[config.mk]
export PLATFORM = sky130hd
export DESIGN_NAME = mips_reloc_patch_engine_unit
export DESIGN_NICKNAME = d
export VERILOG_FILES = /design/src/design/mrpe_pkg.sv /design/src/design/mrpe_ram.sv /design/src/design/mrpe_decode.sv /design/src/design/mips_reloc_patch_engine_unit.sv
export SDC_FILE = /design/constraint.sdc
export NUM_CORES = 2
export LEC_CHECK = 0
export BUFFER_PORTS_ARGS = -buffer_cell sky130_fd_sc_hd__clkbuf_2
export CAP_MARGIN = 20
export CORE_MARGIN = 4
export CORE_UTILIZATION = 50
export DETAILED_ROUTE_END_ITERATION = 10
export PLACE_DENSITY_LB_ADDON = 0.08
export SLEW_MARGIN = 40
export SYNTH_ARGS = -nofsm -noshare
export SYNTH_HDL_FRONTEND = slang
export SYNTH_SLANG_ARGS = --single-unit
[constraint.sdc]
create_clock -name clk -period 12.02 [get_ports clk]
set_input_delay 0.601 -clock clk [delete_from_list [all_inputs] [get_ports clk]]
set_output_delay 0.601 -clock clk [all_outputs]
set_load 0.01 [all_outputs]
[src/design/mrpe_pkg.sv]
// mrpe_pkg: item types, relocation codes and masks of the relocation patch engine.
// No dependencies.
package mrpe_pkg;

    typedef struct packed {
        logic        req_type;
        logic [7:0]  reloc_type;
        logic [31:0] target_address;
        logic [31:0] symbol_value;
        logic [31:0] addend;
        logic [31:0] current_word;
        logic        symbol_missing;
    } request_t;

    typedef struct packed {
        logic [31:0] write_address;
        logic [31:0] write_data;
        logic [1:0]  status;
        logic        last;
    } result_t;

    // one pending HI16 entry as kept in the queue memory
    typedef struct packed {
        logic [31:0] address;
        logic [31:0] value;
        logic [31:0] word;
    } entry_t;

    localparam logic [1:0] STATUS_PATCH      = 2'd0;
    localparam logic [1:0] STATUS_UNRESOLVED = 2'd1;
    localparam logic [1:0] STATUS_BAD_TYPE   = 2'd2;

    localparam logic [7:0] RELOC_WORD32 = 8'd2;
    localparam logic [7:0] RELOC_JUMP26 = 8'd4;
    localparam logic [7:0] RELOC_HI16   = 8'd5;
    localparam logic [7:0] RELOC_LO16   = 8'd6;

    localparam logic [31:0] JUMP_KEEP_MASK  = 32'hFC000000;
    localparam logic [31:0] JUMP_FIELD_MASK = 32'h03FFFFFF;

    typedef enum logic [3:0] {
        ACT_CLEAR = 4'b0001,
        ACT_EMIT  = 4'b0010,
        ACT_QUEUE = 4'b0100,
        ACT_WALK  = 4'b1000
    } action_t;

    typedef struct packed {
        action_t     action;
        result_t     result;
        entry_t      entry;
        logic [15:0] hi;
    } decode_t;

endpackage

[src/design/mrpe_ram.sv]
// mrpe_ram: generic single-write, single-read RAM with registered read data.
// No dependencies.
module mrpe_ram #(
    parameter int WIDTH = 96,
    parameter int DEPTH = 32,
    localparam int AW = (DEPTH > 1) ? $clog2(DEPTH) : 1
) (
    input  logic             clk,
    input  logic             we,
    input  logic [AW-1:0]    waddr,
    input  logic [WIDTH-1:0] wdata,
    input  logic [AW-1:0]    raddr,
    output logic [WIDTH-1:0] rdata
);

    logic [WIDTH-1:0] mem [DEPTH];

    always_ff @(posedge clk)
    begin
        if (we)
        begin
            mem[waddr] <= wdata;
        end
        rdata <= mem[raddr];
    end

endmodule

[src/design/mrpe_decode.sv]
// mrpe_decode: classifies one request and computes the relocation value and patch words.
// Depends on mrpe_pkg.
module mrpe_decode
    import mrpe_pkg::*;
(
    input  request_t request,
    output decode_t  dec
);

    logic [31:0] value;
    logic [31:0] slo;
    logic [31:0] hi_diff;

    assign value   = request.symbol_value + request.addend;
    assign slo     = {{16{value[15]}}, value[15:0]};
    assign hi_diff = value - slo;

    always_comb
    begin
        dec.entry.address          = request.target_address;
        dec.entry.value            = value;
        dec.entry.word             = request.current_word;
        dec.hi                     = hi_diff[31:16];
        dec.result.write_address   = request.target_address;
        dec.result.write_data      = '0;
        dec.result.status          = STATUS_PATCH;
        dec.result.last            = 1'b1;
        dec.action                 = ACT_EMIT;
        if (request.req_type)
        begin
            dec.action = ACT_CLEAR;
        end
        else if (request.symbol_missing)
        begin
            dec.result.status = STATUS_UNRESOLVED;
        end
        else
        begin
            unique case (request.reloc_type)
                RELOC_WORD32:
                begin
                    dec.result.write_data = request.current_word + value;
                end
                RELOC_JUMP26:
                begin
                    dec.result.write_data = (request.current_word & JUMP_KEEP_MASK)
                                          | ({2'b00, value[31:2]} & JUMP_FIELD_MASK);
                end
                RELOC_HI16:
                begin
                    dec.action = ACT_QUEUE;
                end
                RELOC_LO16:
                begin
                    // own low-half write, held until the queue walk ends
                    dec.action            = ACT_WALK;
                    dec.result.write_data = {request.current_word[31:16], value[15:0]};
                end
                default:
                begin
                    dec.result.status = STATUS_BAD_TYPE;
                end
            endcase
        end
    end

endmodule

[src/design/mips_reloc_patch_engine_unit.sv]
// mips_reloc_patch_engine_unit: top level of the MIPS RELA relocation patch engine.
// Depends on mrpe_pkg, mrpe_decode and mrpe_ram.
//
//  channel   | handshake              | payload
//  ----------+------------------------+-------------------
//  request   | start, busy            | request (request_t)
//  result    | result_valid (strobe)  | result (result_t)
//
// Section start, HI16 and single-result records are handled while idle; busy stays low.
// A LO16 record walks the pending queue through the one read port of the queue RAM:
// busy goes high once it is accepted and stays high until its own result is emitted.
// Each result shows for exactly one cycle; the receiver cannot stall.
// Reset clears the queue count and control state; the queue RAM itself needs no clear.
module mips_reloc_patch_engine_unit
    import mrpe_pkg::*;
#(
    parameter int QUEUE_DEPTH = 32
) (
    input  logic     clk,
    input  logic     rst_n,
    input  logic     start,
    output logic     busy,
    input  request_t request,
    output logic     result_valid,
    output result_t  result
);

    localparam int IW = (QUEUE_DEPTH > 1) ? $clog2(QUEUE_DEPTH) : 1;
    localparam int CW = $clog2(QUEUE_DEPTH + 1);

    typedef enum logic [1:0] {
        ST_IDLE = 2'b01,
        ST_WALK = 2'b10
    } state_t;

    state_t      state_reg, state_next;
    logic [CW-1:0] count_reg, count_next;
    logic [CW-1:0] rd_idx_reg, rd_idx_next;
    logic [CW-1:0] wr_idx_reg, wr_idx_next;
    logic        rd_vld_reg, rd_vld_next;
    logic        result_valid_reg, result_valid_next;
    result_t     result_reg, result_next;
    result_t     own_reg, own_next;
    logic [31:0] value_reg, value_next;
    logic [15:0] hi_reg, hi_next;

    decode_t     dec;
    logic        ram_we;
    logic [IW-1:0] ram_waddr;
    entry_t      ram_wdata;
    entry_t      ram_rdata;

    mrpe_decode u_decode (
        .request (request),
        .dec     (dec)
    );

    mrpe_ram #(
        .WIDTH ($bits(entry_t)),
        .DEPTH (QUEUE_DEPTH)
    ) u_queue_ram (
        .clk   (clk),
        .we    (ram_we),
        .waddr (ram_waddr),
        .wdata (ram_wdata),
        .raddr (rd_idx_reg[IW-1:0]),
        .rdata (ram_rdata)
    );

    always_comb
    begin
        state_next        = state_reg;
        count_next        = count_reg;
        rd_idx_next       = rd_idx_reg;
        wr_idx_next       = wr_idx_reg;
        rd_vld_next       = rd_vld_reg;
        result_valid_next = 1'b0;
        result_next       = result_reg;
        own_next          = own_reg;
        value_next        = value_reg;
        hi_next           = hi_reg;
        ram_we            = 1'b0;
        ram_waddr         = count_reg[IW-1:0];
        ram_wdata         = dec.entry;
        unique case (state_reg)
            ST_IDLE:
            begin
                if (start)
                begin
                    unique case (dec.action)
                        ACT_CLEAR:
                        begin
                            count_next = '0;
                        end
                        ACT_EMIT:
                        begin
                            result_valid_next = 1'b1;
                            result_next       = dec.result;
                        end
                        ACT_QUEUE:
                        begin
                            // drop the item when the queue is full
                            if (count_reg < CW'(QUEUE_DEPTH))
                            begin
                                ram_we     = 1'b1;
                                count_next = count_reg + 1'b1;
                            end
                        end
                        ACT_WALK:
                        begin
                            state_next  = ST_WALK;
                            own_next    = dec.result;
                            value_next  = dec.entry.value;
                            hi_next     = dec.hi;
                            rd_idx_next = '0;
                            wr_idx_next = '0;
                            rd_vld_next = 1'b0;
                        end
                        default:
                        begin
                            state_next = ST_IDLE;
                        end
                    endcase
                end
            end
            ST_WALK:
            begin
                // issue the next read while the previous entry is evaluated
                if (rd_idx_reg < count_reg)
                begin
                    rd_idx_next = rd_idx_reg + 1'b1;
                    rd_vld_next = 1'b1;
                end
                else
                begin
                    rd_vld_next = 1'b0;
                end
                if (rd_vld_reg)
                begin
                    if (ram_rdata.value == value_reg)
                    begin
                        result_valid_next         = 1'b1;
                        result_next.write_address = ram_rdata.address;
                        result_next.write_data    = {ram_rdata.word[31:16], hi_reg};
                        result_next.status        = STATUS_PATCH;
                        result_next.last          = 1'b0;
                    end
                    else
                    begin
                        // compact: write index never passes the read index
                        ram_we      = 1'b1;
                        ram_waddr   = wr_idx_reg[IW-1:0];
                        ram_wdata   = ram_rdata;
                        wr_idx_next = wr_idx_reg + 1'b1;
                    end
                end
                else if (rd_idx_reg >= count_reg)
                begin
                    result_valid_next = 1'b1;
                    result_next       = own_reg;
                    count_next        = wr_idx_reg;
                    state_next        = ST_IDLE;
                end
            end
            default:
            begin
                state_next = ST_IDLE;
            end
        endcase
    end

    always_ff @(posedge clk or negedge rst_n)
    begin
        if (!rst_n)
        begin
            state_reg        <= ST_IDLE;
            count_reg        <= '0;
            rd_idx_reg       <= '0;
            wr_idx_reg       <= '0;
            rd_vld_reg       <= 1'b0;
            result_valid_reg <= 1'b0;
        end
        else
        begin
            state_reg        <= state_next;
            count_reg        <= count_next;
            rd_idx_reg       <= rd_idx_next;
            wr_idx_reg       <= wr_idx_next;
            rd_vld_reg       <= rd_vld_next;
            result_valid_reg <= result_valid_next;
        end
    end

    always_ff @(posedge clk)
    begin
        result_reg <= result_next;
        own_reg    <= own_next;
        value_reg  <= value_next;
        hi_reg     <= hi_next;
    end

    assign busy         = (state_reg == ST_WALK);
    assign result_valid = result_valid_reg;
    assign result       = result_reg;

endmodule

Word-level counts from Yosys, hierarchy flattened. Memories as Yosys holds them, arrays and structs flattened. A register that Yosys moved wholly into a read port is not among the register bits. Index checks and enable logic that the tools add are counted.

Output and inout port bits: 69. Word-level logic and storage cells: 116. RAM bits: 3072. Register bits after elaboration: 203. Memories kept: 1.

Memories: u_queue_ram.mem (depth 32, width 96, read ports 1, clocked after memory_dff 1, write ports 1, RTL line mrpe_ram.sv:16) `logic [WIDTH-1:0] mem [DEPTH];`.

Bitwise gates (word level): 1. Reductions and logical operators: 10. Eq/ne operators: 24. Mux-type cells: 56. $lt $le $gt $ge: 3. Add/subtract/negate cells: 6.

Operators by type and width (count): $mux 67 (5); $mux 96 (3); $pmux 67 s2 (1); $pmux 32 s3 (1); $add 32x32->32 (2); $mux 6 (9); $pmux 6 s2 (4); $mux 34 (1); $eq 32x32->1 (1); $mux 32 (1); $or 32x26->32 (1); $sub 32x32->32 (1); $eq 8x3->1 const B (3); $add 6x1->6 const B (3); $mux 1 (15); $mux 5 (3); $mux 2 (5); $ne 2x1->1 const B (5); $reduce_and 5->1 (2); $eq 8x2->1 const B (1); $mux 4 (2); $ne 2x2->1 const B (4); $pmux 2 s2 (2); $pmux 4 s2 (1); 19 further kinds (24).

Longest topological paths before layout.
Depth in word-level cells: 10. Mapped depth: 21. Mapped depth without buffers: 21.

Cells and area by module. Synthesis repeated with hierarchy kept, for this count alone.

Cell total of the unflattened synthesis: 7076. Area, all modules: 133604.4 um^2.

Modules (own cells, without submodules): mrpe_ram (area an instance 118492.4 um^2, cells an instance 5604, instances 1); mips_reloc_patch_engine_unit (area an instance 9895.7 um^2, cells an instance 728, instances 1); mrpe_decode (area an instance 5216.3 um^2, cells an instance 744, instances 1).

Worst setup path before layout. OpenSTA, ideal clock, no wires.

Kind: reg-to-reg. Start point: reg rd_idx_reg[0]. End point: reg result_reg (netlist bit result[0]), enable pin. Library setup time: 0.600 ns. Cell stages (with the launch flop): 15. Path slack: 4.001 ns. Buffers on the path: 4. Arrival time: 7.419 ns. Cells stage by stage: dfrtp_1 > clkbuf_1 > clkbuf_1 > buf_1 > buf_1 > inv_1 > ha_1 > inv_1 > a21oi_1 > nor2_1 > nor2_1 > nand2_1 > o21ba_2 > a21oi_1 > a221oi_1.

Word-level cells in the longest chain between the ends: 3.

Ends and longest elaborated chain: start, declared (RTL line mips_reloc_patch_engine_unit.sv:38) `logic [CW-1:0] rd_idx_reg, rd_idx_next;`; start signal, assigned (RTL line mips_reloc_patch_engine_unit.sv:187) `rd_idx_reg <= rd_idx_next;`; $ge 6x6->1 (RTL line mips_reloc_patch_engine_unit.sv:157) `else if (rd_idx_reg >= count_reg)`; $ne 3x1->1 (no line); $reduce_and 5->1 (no line); end signal, assigned (RTL line mips_reloc_patch_engine_unit.sv:196) `result_reg <= result_next;`; end, declared (RTL line mips_reloc_patch_engine_unit.sv:42) `result_t result_reg, result_next;`.

Every way passes these cells. A chain may end at the register's enable or synchronous reset.

==> summary.txt <==
Status: finished, final reports clean
Via-to-Cell Ratio: 6.38
Critical path class: primary input to register
Sequential fraction of the synthesis area: 75.2%
All-Layer GR Usage: 26.6%
CTS sink cnt: 2843
Ys flop type: edfxtp_1
Initial Util: 50.4%
Compound-gate portion of the synthesized area: 2.17%
RR Startpoint: value_reg[3]
Warnings from Yosys: 0
Post-DRT Antenna Nets: 0
Psw: 0.00607 W
Fin crit period: 5800 ps
Via count: 56200
Unrepaired setup endpoints after global routing: no
Adder-Cell Fraction of Synth Area: 1.05%
I/O Buffers: 209
Library cells used by synthesis: 71
Setup TNS Final: 0 ps
Final Hold Viols: 0
Worst Path Required: 12760 ps
Startpoint Class: primary input
Max clock buf depth: 4
Chip Width: 482 um
Cts repair resizes: 0
DRC viols: 0
Yosys reg bits: 2843
Final Util: 57.8%
Simple-gate portion of the synthesized area: 1.68%
CP arrival: 6550 ps
Die Ht: 482 um
Lkg Pwr: 40.5 nW
Worst Max-Slew Pin Slew: 897 ps
Crit Path Max Fanout: 5
Clock latency on the worst-skew pair: 950 ps
Post-synthesis instance total: 5131
CTS clk-pin slew, worst paths: 60 ps
Post-synth EDFFs: 2741
Final WL: 308000 um
Total CTS buffers: 310
Gate power share: 17.3%
Peak supply drop: 0.179 mV
Initial DRC Count: 7037
First-pass GRT wire length: 433000 um
Ys async rst share: 0.774%
Clock skew: 69.2 ps
Avg WL per Cell: 34.9 um
Final Slew Violations: 0
Layout cells sized above 1: 31.3%
Non-filler instance count after layout: 8809
DP HPWL: 167000 um
CTS tree: built
XOR/XNOR Fraction of Synth Area: 0.733%
Placed cell count: 8222
Sw Share: 24.5%
Synth-to-layout area growth: 14.7%
Die Area: 232000 um^2
CP startpoint: request[33]
GPL Wtd Cong: 0.870
Post-synthesis mux area share: 18.2%
Pin count of the biggest net entering global routing: 131
Final net count: 5834
Finish-stage setup viols: 0
Fmax: 172 MHz
Largest family of logic cells by synthesized area: multiplexers
Vias in the first global route: 55800
I/O Pins: 210
Register share of total power: 45.9%
Hold Path Class: primary input to register
Clk pwr share: 36.8%
Remaining global-route overflow: 0
Max reg flops: 2560
Slew headroom: 40.2%
Synth Net Count: 5365
Syn_area_per_cell: 21.9 um^2
Final period util: 48.3%
Layout fillers: 16300
Max-Cap Viols: 0
PD cells: 192 nW/um^2
Pre-antenna DRT Iters: 6
Mapped Area: 112000 um^2
Worst setup EP type: register
H-tree depth: 5
FP Rows: 173
Root buf cell: clkbuf_16
P_int: 0.0187 W
Hold Crit Start: start
Antenna violations before repair: 11
CORE AREA: 223000 um^2
-- layer usage --
layer	GRT usage, %	part of all wire (%)	vias up
met2	40.4	46	2643
met4	8.04	3.1	0
li1	-	-	22600
met5	0	0	-
met3	4.21	8.0	469
met1	40.3	43	30400
-- layout make-up --
| type | count | area, um^2 | share of cell area (%) |
|---|---|---|---|
| Clock inverter | 119 | 1070 | 0.830 |
| Sequential cell | 2843 | 84500 | 65.6 |
| Tap cell | 2975 | 3720 | 2.89 |
| Multi-Input combinational cell | 2002 | 27200 | 21.1 |
| Timing Repair Buffer | 408 | 3710 | 2.88 |
| Antenna cell | 7 | 17.5 | 0.0136 |
| Clock buffer | 420 | 8570 | 6.65 |
| Inverter | 35 | 131 | 0.102 |
-- layout by cell type, fill, tap and decap left out, types with 39 or more instances in the layout --
cell type / netlist / layout
clkinv_1: 0 / 39
o21ai_0: 69 / 66
nor2_1: 188 / 153
clkinv_2: 0 / 46
mux2_2: 164 / 164
a21oi_1: 115 / 115
clkbuf_16: 0 / 315
clkbuf_2: 1 / 209
buf_4: 0 / 76
xnor2_1: 40 / 40
a21o_1: 40 / 40
ha_1: 91 / 90
clkbuf_1: 215 / 76
nand2_1: 93 / 93
mux4_2: 800 / 800
dfxtp_1: 80 / 80
edfxtp_1: 2741 / 2741
mux2i_1: 62 / 62
xor2_1: 54 / 54
-- worst max-delay path, cell delays in order --
cell and delay [ps]:
clkbuf_2 290, ha_1 350, fa_1 420, a21o_1 180, a21o_1 220, a211oi_2 560
nor4b_1 150, o21ba_2 260, o21ai_1 250, a2111oi_0 190, or4_1 730, ha_1 400
inv_1 90, nor2_1 270, nand3_1 140, inv_1 70, o211ai_1 120, and2_1 190
o21a_1 220, or4b_1 480, o211a_1 150, a31oi_1 180
-- cell usage after synthesis, types with 7 or more instances --
| cell type | number | share of area [%] |
|---|---|---|
| clkbuf_1 | 215 | 0.72 |
| mux2_2 | 164 | 1.6 |
| nor3_1 | 25 | 0.11 |
| dfxtp_1 | 80 | 1.4 |
| o21ai_0 | 69 | 0.31 |
| xor2_1 | 54 | 0.42 |
| or3_1 | 8 | 0.045 |
| dfrtp_1 | 21 | 0.47 |
| and2_1 | 8 | 0.045 |
| o21bai_1 | 7 | 0.047 |
| edfxtp_1 | 2741 | 73 |
| ha_1 | 91 | 1.0 |
| nor4_1 | 12 | 0.067 |
| nand2b_1 | 14 | 0.078 |
| a21oi_1 | 115 | 0.51 |
| inv_1 | 35 | 0.12 |
| a211oi_1 | 7 | 0.047 |
| mux2i_1 | 62 | 0.55 |
| a21o_1 | 40 | 0.27 |
| o31ai_1 | 17 | 0.11 |
| nor2b_1 | 14 | 0.078 |
| mux4_2 | 800 | 16 |
| and3_1 | 8 | 0.045 |
| xnor2_1 | 40 | 0.31 |
| nor2_1 | 188 | 0.63 |
| buf_1 | 34 | 0.11 |
| a222oi_1 | 17 | 0.15 |
| a221oi_1 | 9 | 0.070 |
| nand3_1 | 20 | 0.089 |
| nand4_1 | 12 | 0.067 |
| nand2_1 | 93 | 0.31 |
| o21a_1 | 20 | 0.13 |
-- cell families (layout without fill, tap and decap cells) --
| group | count (synthesis) | after routing |
|---|---|---|
| and+or+nand+nor | 418 | 418 |
| DFF | 2843 | 2843 |
| adders and majority gates | 93 | 93 |
| other | 0 | 7 |
| xor gates and xnor gates | 94 | 94 |
| muxes | 1027 | 1027 |
| buffers and inverters | 286 | 982 |
| AOI/OAI and AO/OA | 370 | 370 |
-- power by group through the flow --
stage	Combinational [W]	Sequential (W)	Clock (W)
after CTS	0.00433	0.0114	0.00929
after global routing	0.00459	0.0114	0.00972
after global placement	0.00424	0.0116	0
final	0.00429	0.0114	0.00912
after detailed placement	0.00430	0.0116	0
after floorplan	0.00320	0.0115	0
-- timing repair --
| item | 4_1_cts | 5_1_grt |
|---|---|---|
| endpoints found under the hold margin | 76 | 0 |
| hold buffers | 36 | 0 |
| setup buffers | 0 | 0 |
-- per-stage QoR --
step           instance area, um^2  total power, W  worst slack, ps  hold WS (ps)
4_1_cts                     129000          0.0250             6280          72.9
3_3_place_gp                118000          0.0159             5060           504
3_5_place_dp                119000          0.0159             5330           510
6_report                    129000          0.0248             6220           171
2_1_floorplan               112000          0.0147             4000           305
5_1_grt                     129000          0.0257             5960           142
-- path summary, 6_finish.rpt --
kind	end	slack [ps]	depth (start not counted)
worst min-delay path	result_valid	170	4
max in group asynchronous	rd_idx_reg[3]	11320	2
min in group asynchronous	wr_idx_reg[5]	230	2
worst max-delay path	result[34]	6220	22
worst min register to register	state_reg[0]	540	2
worst max register to register	u_queue_ram.mem[23][66]	6430	12
Power figures use the tool's default switching activity.
